File: src/hw/rtl/dwsr_pkg.sv
// Shared types, operation codes, register indexes and constants of the
// dual wheel speed regulator. No dependencies.
package dwsr_pkg;

    typedef logic [15:0] t_word;

    typedef enum logic [2:0] {
        OP_TICK         = 3'd0,
        OP_SET_SPEED    = 3'd1,
        OP_SKEW_LEFT    = 3'd2,
        OP_SKEW_RIGHT   = 3'd3,
        OP_MOVE_DIST    = 3'd4,
        OP_MOVE_ENDLESS = 3'd5,
        OP_TURN_DONE    = 3'd6,
        OP_NOP          = 3'd7
    } t_op;

    localparam logic [2:0] CFG_PWM_PERIOD    = 3'd0;
    localparam logic [2:0] CFG_SKEW_CORR     = 3'd1;
    localparam logic [2:0] CFG_SKEW_DAMP     = 3'd2;
    localparam logic [2:0] CFG_SKEW_BOOST    = 3'd3;
    localparam logic [2:0] CFG_STAB_TIMEOUT  = 3'd4;
    localparam logic [2:0] CFG_PULSES_PER_MM = 3'd5;

    localparam logic [15:0] RST_PWM_PERIOD    = 16'd255;
    localparam logic [6:0]  RST_SKEW_CORR     = 7'd20;
    localparam logic [6:0]  RST_SKEW_DAMP     = 7'd10;
    localparam logic [7:0]  RST_SKEW_BOOST    = 8'd20;
    localparam logic [14:0] RST_STAB_TIMEOUT  = 15'd500;
    localparam logic [15:0] RST_PULSES_PER_MM = 16'd256;

    // Division by 25 of a 16-bit value: (x * DIV25_MULT) >> DIV25_SHIFT is exact.
    localparam logic [16:0] DIV25_MULT  = 17'd83887;
    localparam int          DIV25_SHIFT = 21;

    // Division by 100 of a 24-bit value: estimate low by at most one, then correct.
    localparam logic [17:0] RECIP100      = 18'd167772;
    localparam int          RECIP100_SHIFT = 24;

    localparam logic [8:0] PCT_FULL    = 9'd100;
    localparam logic [7:0] BOOST_TRIM  = 8'd5;

endpackage

File: src/hw/rtl/dwsr_wheel.sv
// One wheel's speed loop: error against target/25, drive accumulation and
// the saturated PWM compare. Depends on dwsr_pkg.
module dwsr_wheel (
    input  dwsr_pkg::t_word i_target,
    input  dwsr_pkg::t_word i_drive,
    input  dwsr_pkg::t_word i_pulses,
    input  logic [7:0]      i_boost,
    input  dwsr_pkg::t_word i_period,
    input  logic            i_tick,
    output dwsr_pkg::t_word o_drive_next,
    output dwsr_pkg::t_word o_compare
);
    import dwsr_pkg::*;

    logic [32:0] quot_prod;
    logic [7:0]  quot_low;
    logic [7:0]  err;
    t_word       drive_next;
    t_word       limited;
    logic [16:0] boosted;

    always_comb begin
        quot_prod  = {17'b0, i_target} * {16'b0, DIV25_MULT};
        quot_low   = quot_prod[DIV25_SHIFT +: 8];
        err        = quot_low - i_pulses[7:0];
        drive_next = i_tick ? (i_drive + {{8{err[7]}}, err}) : i_drive;
        limited    = (drive_next < i_period) ? drive_next : i_period;
        boosted    = {1'b0, limited} + {9'b0, i_boost};
    end

    assign o_drive_next = drive_next;
    assign o_compare    = boosted[16] ? 16'hFFFF : boosted[15:0];

endmodule

File: config.mk
export PLATFORM = sky130hd
export DESIGN_NAME = dwsr_wheel
export DESIGN_NICKNAME = d
export VERILOG_FILES = /design/src/hw/rtl/dwsr_pkg.sv /design/src/hw/rtl/dwsr_wheel.sv
export SDC_FILE = /design/constraint.sdc
export NUM_CORES = 1
export LEC_CHECK = 0
export ABC_AREA = 0
export CORE_MARGIN = 8
export CORE_UTILIZATION = 50
export DETAILED_ROUTE_END_ITERATION = 8
export DONT_BUFFER_PORTS = 1
export SLEW_MARGIN = 10
export SYNTH_ARGS = -nofsm -noshare
export SYNTH_HDL_FRONTEND = slang
export SYNTH_SLANG_ARGS = --single-unit
File: constraint.sdc
create_clock -name vclk -period 21.2
set_input_delay 0 -clock vclk [all_inputs]
set_output_delay 0 -clock vclk [all_outputs]
set_load 0.02 [all_outputs]
==> results.sh, run 1 <==
export IMPL_grt_use_met1=0.2378
export IMPL_yosys_warnings=0
export IMPL_rsz0062_at_grt="false"
export IMPL_gp_congestion=0.8627
export IMPL_pin_count=105
export IMPL_final_common_cell="inv_1"
export IMPL_grt_max_degree=25
export IMPL_slowest_delay_ns=0.70
export IMPL_dpl_cell_area_sq_um=7244
export IMPL_syn_avg_cell_area_sq_um=8.811
export IMPL_ys_seq_area_frac=0
export IMPL_use_met3=0.02823
export IMPL_wirelength_um=16080
export IMPL_min_path_type="in2out"
export IMPL_num_vias=5362
export IMPL_hold_viol_final=0
export IMPL_layout_common_cells="inv_1, ha_1, fa_1, nand2_1, a21oi_1"
export IMPL_crit_top_cell="fa_1"
export IMPL_crit_type="in2out"
export IMPL_finish_instance_area_sq_um=7244
export IMPL_areaGrowthSynthToFinish_pct=2.514
export IMPL_setup_viol=0
export IMPL_post_route_period_util=0.7201
export IMPL_dieWidth_um=134.9
export IMPL_drive_above_1_share=0.05031
export IMPL_placementRows=43
export IMPL_end_kind="primary output"
export IMPL_dr_pass1_iters=4
export IMPL_syn_area_sq_um=7067
export IMPL_fmax_mhz=65.50
export IMPL_postCtsSetupBuffers=0
export IMPL_grt_use_total=0.1798
export IMPL_maxCapViolCount=0
export IMPL_grt_pass1_vias=5595
export IMPL_core_sq_um=13830
export IMPL_grt_first_pass_wirelength_um=27280
export IMPL_cpMaxStageDelayCell="o21ai_0"
export IMPL_nClkBuffers=0
export IMPL_cp_max_fo=18
export IMPL_synth_top_area_frac=0.2868
export IMPL_grt_antenna_before_repair=0
export IMPL_regArea_sq_um=0
export IMPL_yosys_area_top_type="ha_1"
export IMPL_slew_violations=0
export IMPL_final_util=0.5239
export IMPL_fin_crit_ns=15.27
export IMPL_grt_busiest_layer="met2"
export IMPL_nFlopsAndLatches=0
export IMPL_slew_headroom=0.4255
export IMPL_worst_slew_pin_slew_ns=0.8556
export IMPL_nets=1131
export IMPL_status="finished, final reports clean"
export IMPL_avgRoutedWirePerCell_um=16.49
export IMPL_ant_nets=0
export IMPL_die_h_um=134.9
export IMPL_use_met2=0.3168
export IMPL_synthCells=802
export IMPL_synthTopCellsByArea="ha_1, fa_1, inv_1, xnor2_1, a21oi_1"
export IMPL_worstPathArrival_ns=15.27
export IMPL_antenna_cells=0
export IMPL_cp_start_kind="input pin"
export IMPL_drtIter0Drc=252
export IMPL_postSynthNetCount=1136
export IMPL_dp_final_hpwl_um=14860
export IMPL_finalSetupTns_ns=0
export IMPL_postCtsResizedCells=0
export IMPL_start_util=0.5111
export IMPL_drc=0
export IMPL_io_buffers=0
export IMPL_cp_required_ns=21.20
export IMPL_cts_hold_buffers=0
export IMPL_grt_overflow=0
export IMPL_dieArea_sq_um=18190
export IMPL_vias_per_cell=5.499
export IMPL_synth_distinct_cells=71
## through the flow
stage / setup slack, ns / std cells / hold slack, ns
2_1_floorplan: 8.490 / 802 / 0.1578
3_3_place_gp: 6.322 / 975 / 0.1801
3_5_place_dp: 6.005 / 975 / 0.1869
4_1_cts: 5.965 / 975 / 0.1872
5_1_grt: 4.913 / 975 / 0.1964
6_report: 5.933 / 975 / 0.1856
## kinds of logic (layout without fill, tap and decap cells)
| family | count (synthesis) | in the layout | share of synthesized area |
|---|---|---|---|
| adders and majority gates | 261 | 261 | 0.5673 |
| buffers and inverters | 200 | 193 | 0.1092 |
| muxes | 10 | 10 | 0.01558 |
| xor gates and xnor gates | 35 | 35 | 0.04532 |
| and+or+nand+nor | 142 | 142 | 0.1050 |
| AOI/OAI and AO/OA | 154 | 154 | 0.1576 |
## area by class of cell
cell class	instances	area, sq um
well taps	180	225.2
fillers	1344	6583
multi-input cells	602	6295
inverters	193	724.4
## path summary, 6_finish.rpt
kind | startpoint | to | slack (ns) | cells past startpoint
setup / recovery | i_target[13] | o_compare[1] | 5.93 | 54
hold / removal | i_tick | o_drive_next[1] | 0.19 | 1
## metal layers
layer	vias to the layer above	share of wire
met3	2	0.049
met5	-	0
met4	0	0.00062
met1	2601	0.46
met2	85	0.49
li1	2674	-
## critical path, delay by kind of cell
| family | cells | cell delay (ns) |
|---|---|---|
| AO/OA/AOI/OAI | 22 | 6.14 |
| adder cells (fa/ha/maj) | 12 | 5.05 |
| AND/OR/NAND/NOR | 11 | 2.07 |
| XOR/XNOR | 4 | 1.65 |
| buffers and inverters | 5 | 0.32 |
## cells in the mapped netlist (all sizes together), types with 4 or more instances
library cell / number
a211o: 6
a211oi: 5
a21o: 16
a21oi: 35
a31oi: 6
and2: 5
and3: 6
buf: 4
fa: 99
ha: 162
inv: 192
mux2: 8
nand2: 40
nand2b: 9
nand3: 14
nand4: 6
nor2: 25
nor2b: 6
nor3: 15
o211ai: 12
o21a: 9
o21ai: 32
o22ai: 7
or2: 5
xnor2: 24
xor2: 10
Power of run 1 is left out: the tool's default activity adds up to more than one toggle a clock period on the data nets, which glitch-free logic cannot reach.
==> run 2, diff against run 1 <==
--- a/config.mk
+++ b/config.mk
@@ -5,7 +5,7 @@
 export SDC_FILE = /design/constraint.sdc
 export NUM_CORES = 1
 export LEC_CHECK = 0
-export ABC_AREA = 0
+export ABC_AREA = 1
 export CORE_MARGIN = 8
 export CORE_UTILIZATION = 50
 export DETAILED_ROUTE_END_ITERATION = 8
==> constraint.sdc (replaced) <==
create_clock -name vclk -period 14.5
set_input_delay 0 -clock vclk [all_inputs]
set_output_delay 0 -clock vclk [all_outputs]
set_load 0.02 [all_outputs]
==> run 2 against run 1 <==
Sequential share of layout area is the same. Highest routed layer unchanged. Clock-buffer cell count unchanged. Synthesized area is 3.6% higher. Critical path depth up 5. Synthesized cell count grew 23%. Critical path type unchanged. Sequential cell count stayed put. Via count is 7.5% higher.
==> results.sh, run 2 <==
export IMPL_grt_first_pass_wirelength_um=27920
export IMPL_gp_congestion=0.9105
export IMPL_finalWorstSetupSlack_ns=2.036
export IMPL_post_place_ws_ns=1.958
export IMPL_whs_ns=0.2283
export IMPL_nFlopsAndLatches=0
export IMPL_cp_required_ns=14.50
export IMPL_crit_cells=59
export IMPL_regArea_sq_um=0
export IMPL_drive_above_1_share=0.04680
export IMPL_post_route_period_util=0.8596
export IMPL_cts_hold_buffers=0
export IMPL_antenna_cells=0
export IMPL_synthCells=983
export IMPL_grt_pass1_vias=5756
export IMPL_io_buffers=0
export IMPL_dieArea_sq_um=18770
export IMPL_avgRoutedWirePerCell_um=14.78
export IMPL_grt_max_degree=22
export IMPL_postCtsResizedCells=0
export IMPL_ant_nets=0
export IMPL_setup_viol=0
export IMPL_synthTopCellsByArea="ha_1, fa_1, inv_1, nand2_1, a21oi_1"
export IMPL_cp_start_kind="input pin"
export IMPL_wirelength_um=17250
export IMPL_fin_crit_ns=12.46
export IMPL_yosysMostFrequentCell="inv_1"
export IMPL_areaGrowthSynthToFinish_pct=3.231
export IMPL_fmax_mhz=80.23
export IMPL_worstHoldStart="i_tick"
export IMPL_grt_antenna_before_repair=0
export IMPL_postCtsSetupBuffers=0
export IMPL_maxCapViolCount=0
export IMPL_grt_overflow=0
export IMPL_n_fill_cell=1496
export IMPL_cpMaxStageDelayCell="a21boi_2"
export IMPL_slowest_delay_ns=0.74
export IMPL_postSynthNetCount=1317
export IMPL_final_util=0.5239
export IMPL_synth_distinct_cells=36
export IMPL_dr_pass1_iters=4
export IMPL_final_common_cell="inv_1"
export IMPL_dieWidth_um=137.0
export IMPL_yosys_area_top_type="ha_1"
export IMPL_grt_use_total=0.1843
export IMPL_crit_family="adder cells"
export IMPL_die_h_um=137.0
export IMPL_layout_common_cells="inv_1, nand2_1, ha_1, fa_1, a21oi_1"
export IMPL_slew_headroom=0.3185
export IMPL_finalSetupTns_ns=0
export IMPL_cp_startpoint="i_target[13]"
export IMPL_rsz0062_at_grt="false"
export IMPL_placementRows=44
export IMPL_synth_top_area_frac=0.2769
export IMPL_core_sq_um=14420
export IMPL_endpoint="o_compare[1]"
export IMPL_hold_viol_final=0
export IMPL_pin_count=105
export IMPL_nets=1319
export IMPL_slew_violations=0
export IMPL_status="finished, final reports clean"
export IMPL_ys_seq_area_frac=0
export IMPL_end_kind="primary output"
export IMPL_num_vias=5763
export IMPL_worstPathArrival_ns=12.46
export IMPL_syn_avg_cell_area_sq_um=7.446
export IMPL_drtIter0Drc=170
export IMPL_cp_max_fo=21
export IMPL_crit_top_cell="nand2_1"
export IMPL_synth_common_cells="inv_1, nand2_1, ha_1"
export IMPL_cp_num_buf_inv=7
export IMPL_start_util=0.5075
export IMPL_crit_type="in2out"
export IMPL_yosys_warnings=0
export IMPL_nClkBuffers=0
export IMPL_min_path_type="in2out"
export IMPL_worst_slew_pin_slew_ns=1.012
export IMPL_vias_per_cell=4.938
export IMPL_dp_final_hpwl_um=15890
export IMPL_drc=0
export IMPL_syn_area_sq_um=7320
-- run 2: cell types whose count changed in the layout (fill, tap and decap cells not counted), moves of 11 or more --
cell | before | now
nand2_2 | 1 | 17
o211ai_1 | 11 | 0
inv_1 | 191 | 254
nand2_1 | 39 | 185
nand3_1 | 12 | 48
a21oi_1 | 33 | 49
a21o_1 | 16 | 5
-- run 2: worst min-delay path: cells and delay by family --
family | cells | cell delay, ns
AND/OR/NAND/NOR | 2 | 0.10
buffers and inverters | 1 | 0.12
-- run 2: per-layer routing --
layer  GRT usage  vias to the layer above  share of wire
met2      0.3426                       97           0.49
met3     0.02349                        9          0.061
met1      0.2310                     2591           0.44
met4    0.009053                        0         0.0064
met5           0                        -              0
li1            -                     3066              -
-- run 2: kinds of logic (layout without fill, tap and decap cells) --
kind of cell / Yosys count / in the layout / share of synthesized area
and+or+nand+nor: 325 / 325 / 0.2015
xor gates and xnor gates: 29 / 29 / 0.03470
AOI/OAI and AO/OA: 106 / 106 / 0.08000
adders and majority gates: 261 / 261 / 0.5477
buffers and inverters: 262 / 262 / 0.1361
-- run 2: metrics by stage --
| stage | area, sq um | std cells |
|---|---|---|
| floorplan | 7320 | 983 |
| global placement | 7556 | 1167 |
| detailed placement | 7556 | 1167 |
| CTS | 7556 | 1167 |
| global route | 7556 | 1167 |
| finish | 7556 | 1167 |
-- run 2: layout make-up --
type / instances / area, sq um / share of cell area
timing repair buffer: 5 / 37.54 / 0.004968
tap: 184 / 230.2 / 0.03047
inverter: 257 / 964.7 / 0.1277
multi-input combinational: 721 / 6324 / 0.8369
-- run 2: how the worst min path moves through the flow --
stage,to,depth (start not counted)
floorplan,o_drive_next[0],2
detailed placement,o_drive_next[12],3
CTS,o_drive_next[12],3
global placement,o_drive_next[12],3
finish,o_drive_next[12],3
global route,o_drive_next[12],3
Power of run 2 is left out for the same reason.
==> run 3, diff against run 2 <==
--- a/config.mk
+++ b/config.mk
@@ -10,6 +10,8 @@
 export CORE_UTILIZATION = 50
 export DETAILED_ROUTE_END_ITERATION = 8
 export DONT_BUFFER_PORTS = 1
+export GPL_ROUTABILITY_DRIVEN = 0
+export MAX_ROUTING_LAYER = met4
 export SLEW_MARGIN = 10
 export SYNTH_ARGS = -nofsm -noshare
 export SYNTH_HDL_FRONTEND = slang
==> run 3 against run 2 <==
Non-clock buffer count unchanged. Cell count did not move. Wire length barely moved. Via count up 0.19%. Largest cell class unchanged. Sequential share of layout area did not move. First-iteration DRC count up 0.59%. Critical path depth did not move.
==> results.sh, run 3 (same netlist as run 2, synthesis figures left out) <==
export IMPL_layout_common_cells="inv_1, nand2_1, ha_1, fa_1, a21oi_1"
export IMPL_io_buffers=0
export IMPL_grt_max_degree=22
export IMPL_avgRoutedWirePerCell_um=14.78
export IMPL_slew_violations=0
export IMPL_cp_max_fo=21
export IMPL_cts_hold_buffers=0
export IMPL_worstHoldStart="i_tick"
export IMPL_postCtsSetupBuffers=0
export IMPL_grt_use_total=0.1895
export IMPL_worst_slew_pin_slew_ns=0.9870
export IMPL_finalSetupTns_ns=0
export IMPL_fmax_mhz=80.25
export IMPL_whs_path_depth=3
export IMPL_core_sq_um=14420
export IMPL_placementRows=44
export IMPL_hold_path_end="o_drive_next[12]"
export IMPL_ant_nets=0
export IMPL_grt_antenna_before_repair=0
export IMPL_dp_final_hpwl_um=15890
export IMPL_fin_crit_ns=12.46
export IMPL_nets=1319
export IMPL_dieArea_sq_um=18770
export IMPL_wirelength_um=17240
export IMPL_end_kind="primary output"
export IMPL_areaGrowthSynthToFinish_pct=3.231
export IMPL_regArea_sq_um=0
export IMPL_drtIter0Drc=171
export IMPL_num_vias=5774
export IMPL_pin_count=105
export IMPL_multi_input_area_sq_um=6324
export IMPL_slew_headroom=0.3350
export IMPL_crit_top_cell="nand2_1"
export IMPL_n_fill_cell=1496
export IMPL_nClkBuffers=0
export IMPL_post_route_period_util=0.8594
export IMPL_top_layer="met4"
export IMPL_cpMaxStageDelayCell="a21boi_2"
export IMPL_rsz0062_at_grt="false"
export IMPL_nFlopsAndLatches=0
export IMPL_status="finished, final reports clean"
export IMPL_antenna_cells=0
export IMPL_grt_first_pass_wirelength_um=27900
export IMPL_grt_overflow=0
export IMPL_drc=0
export IMPL_setup_viol=0
export IMPL_cp_required_ns=14.50
export IMPL_slowest_delay_ns=0.76
export IMPL_wl_met2_um=8446
export IMPL_maxCapViolCount=0
export IMPL_vias_per_cell=4.948
export IMPL_cp_start_kind="input pin"
export IMPL_drive_above_1_share=0.04680
export IMPL_dr_pass1_iters=5
export IMPL_hold_viol_final=0
export IMPL_grt_pass1_vias=5766
export IMPL_start_util=0.5075
export IMPL_worstPathArrival_ns=12.46
export IMPL_whs_ns=0.2239
export IMPL_crit_type="in2out"
export IMPL_final_common_cell="inv_1"
export IMPL_postCtsResizedCells=0
export IMPL_min_path_type="in2out"
export IMPL_die_h_um=137.0
export IMPL_drt_met1_wl_um=7602
export IMPL_dieWidth_um=137.0
export IMPL_wl_met3_um=1082
[run 3: cell counts in the layout (fill, tap and decap cells not counted)]
No cell type changed its count.
[run 3: metal layers]
metal,vias up,track usage
li1,3067,-
met1,2595,0.2306
met2,103,0.3429
met3,9,0.02349
met4,0,0.009053
met5,-,-
[run 3: worst max-delay path by stage]
stage | start | end | slack, ns | depth (start not counted)
global route | i_target[13] | o_compare[2] | 0.97 | 60
CTS | i_target[13] | o_compare[2] | 1.92 | 59
detailed placement | i_target[13] | o_compare[2] | 1.96 | 59
floorplan | i_target[13] | o_compare[10] | 3.82 | 61
finish | i_target[13] | o_compare[2] | 2.04 | 59
global placement | i_target[13] | o_compare[1] | 1.99 | 59
[run 3: layout make-up]
type | instances | area share
inverter | 257 | 0.1277
timing repair buffer | 5 | 0.004968
tap | 184 | 0.03047
multi-input combinational | 721 | 0.8369
[run 3: through the flow]
stage	cells	cell area [sq um]	util	setup WS (ns)
CTS	1167	7556	0.5239	1.916
finish	1167	7556	0.5239	2.039
global route	1167	7556	0.5239	0.9702
detailed placement	1167	7556	0.5239	1.958
global placement	1167	7556	0.5239	1.993
floorplan	983	7320	-	3.824
[run 3: critical path: cells and delay by family]
| family | cells | cell delay (ns) |
|---|---|---|
| buffers and inverters | 7 | 0.46 |
| adders and majority gates | 12 | 5.23 |
| and+or+nand+nor | 22 | 3.07 |
| xor gates and xnor gates | 1 | 0.15 |
| AOI/OAI and AO/OA | 17 | 3.57 |
Power of run 3 is left out for the same reason.
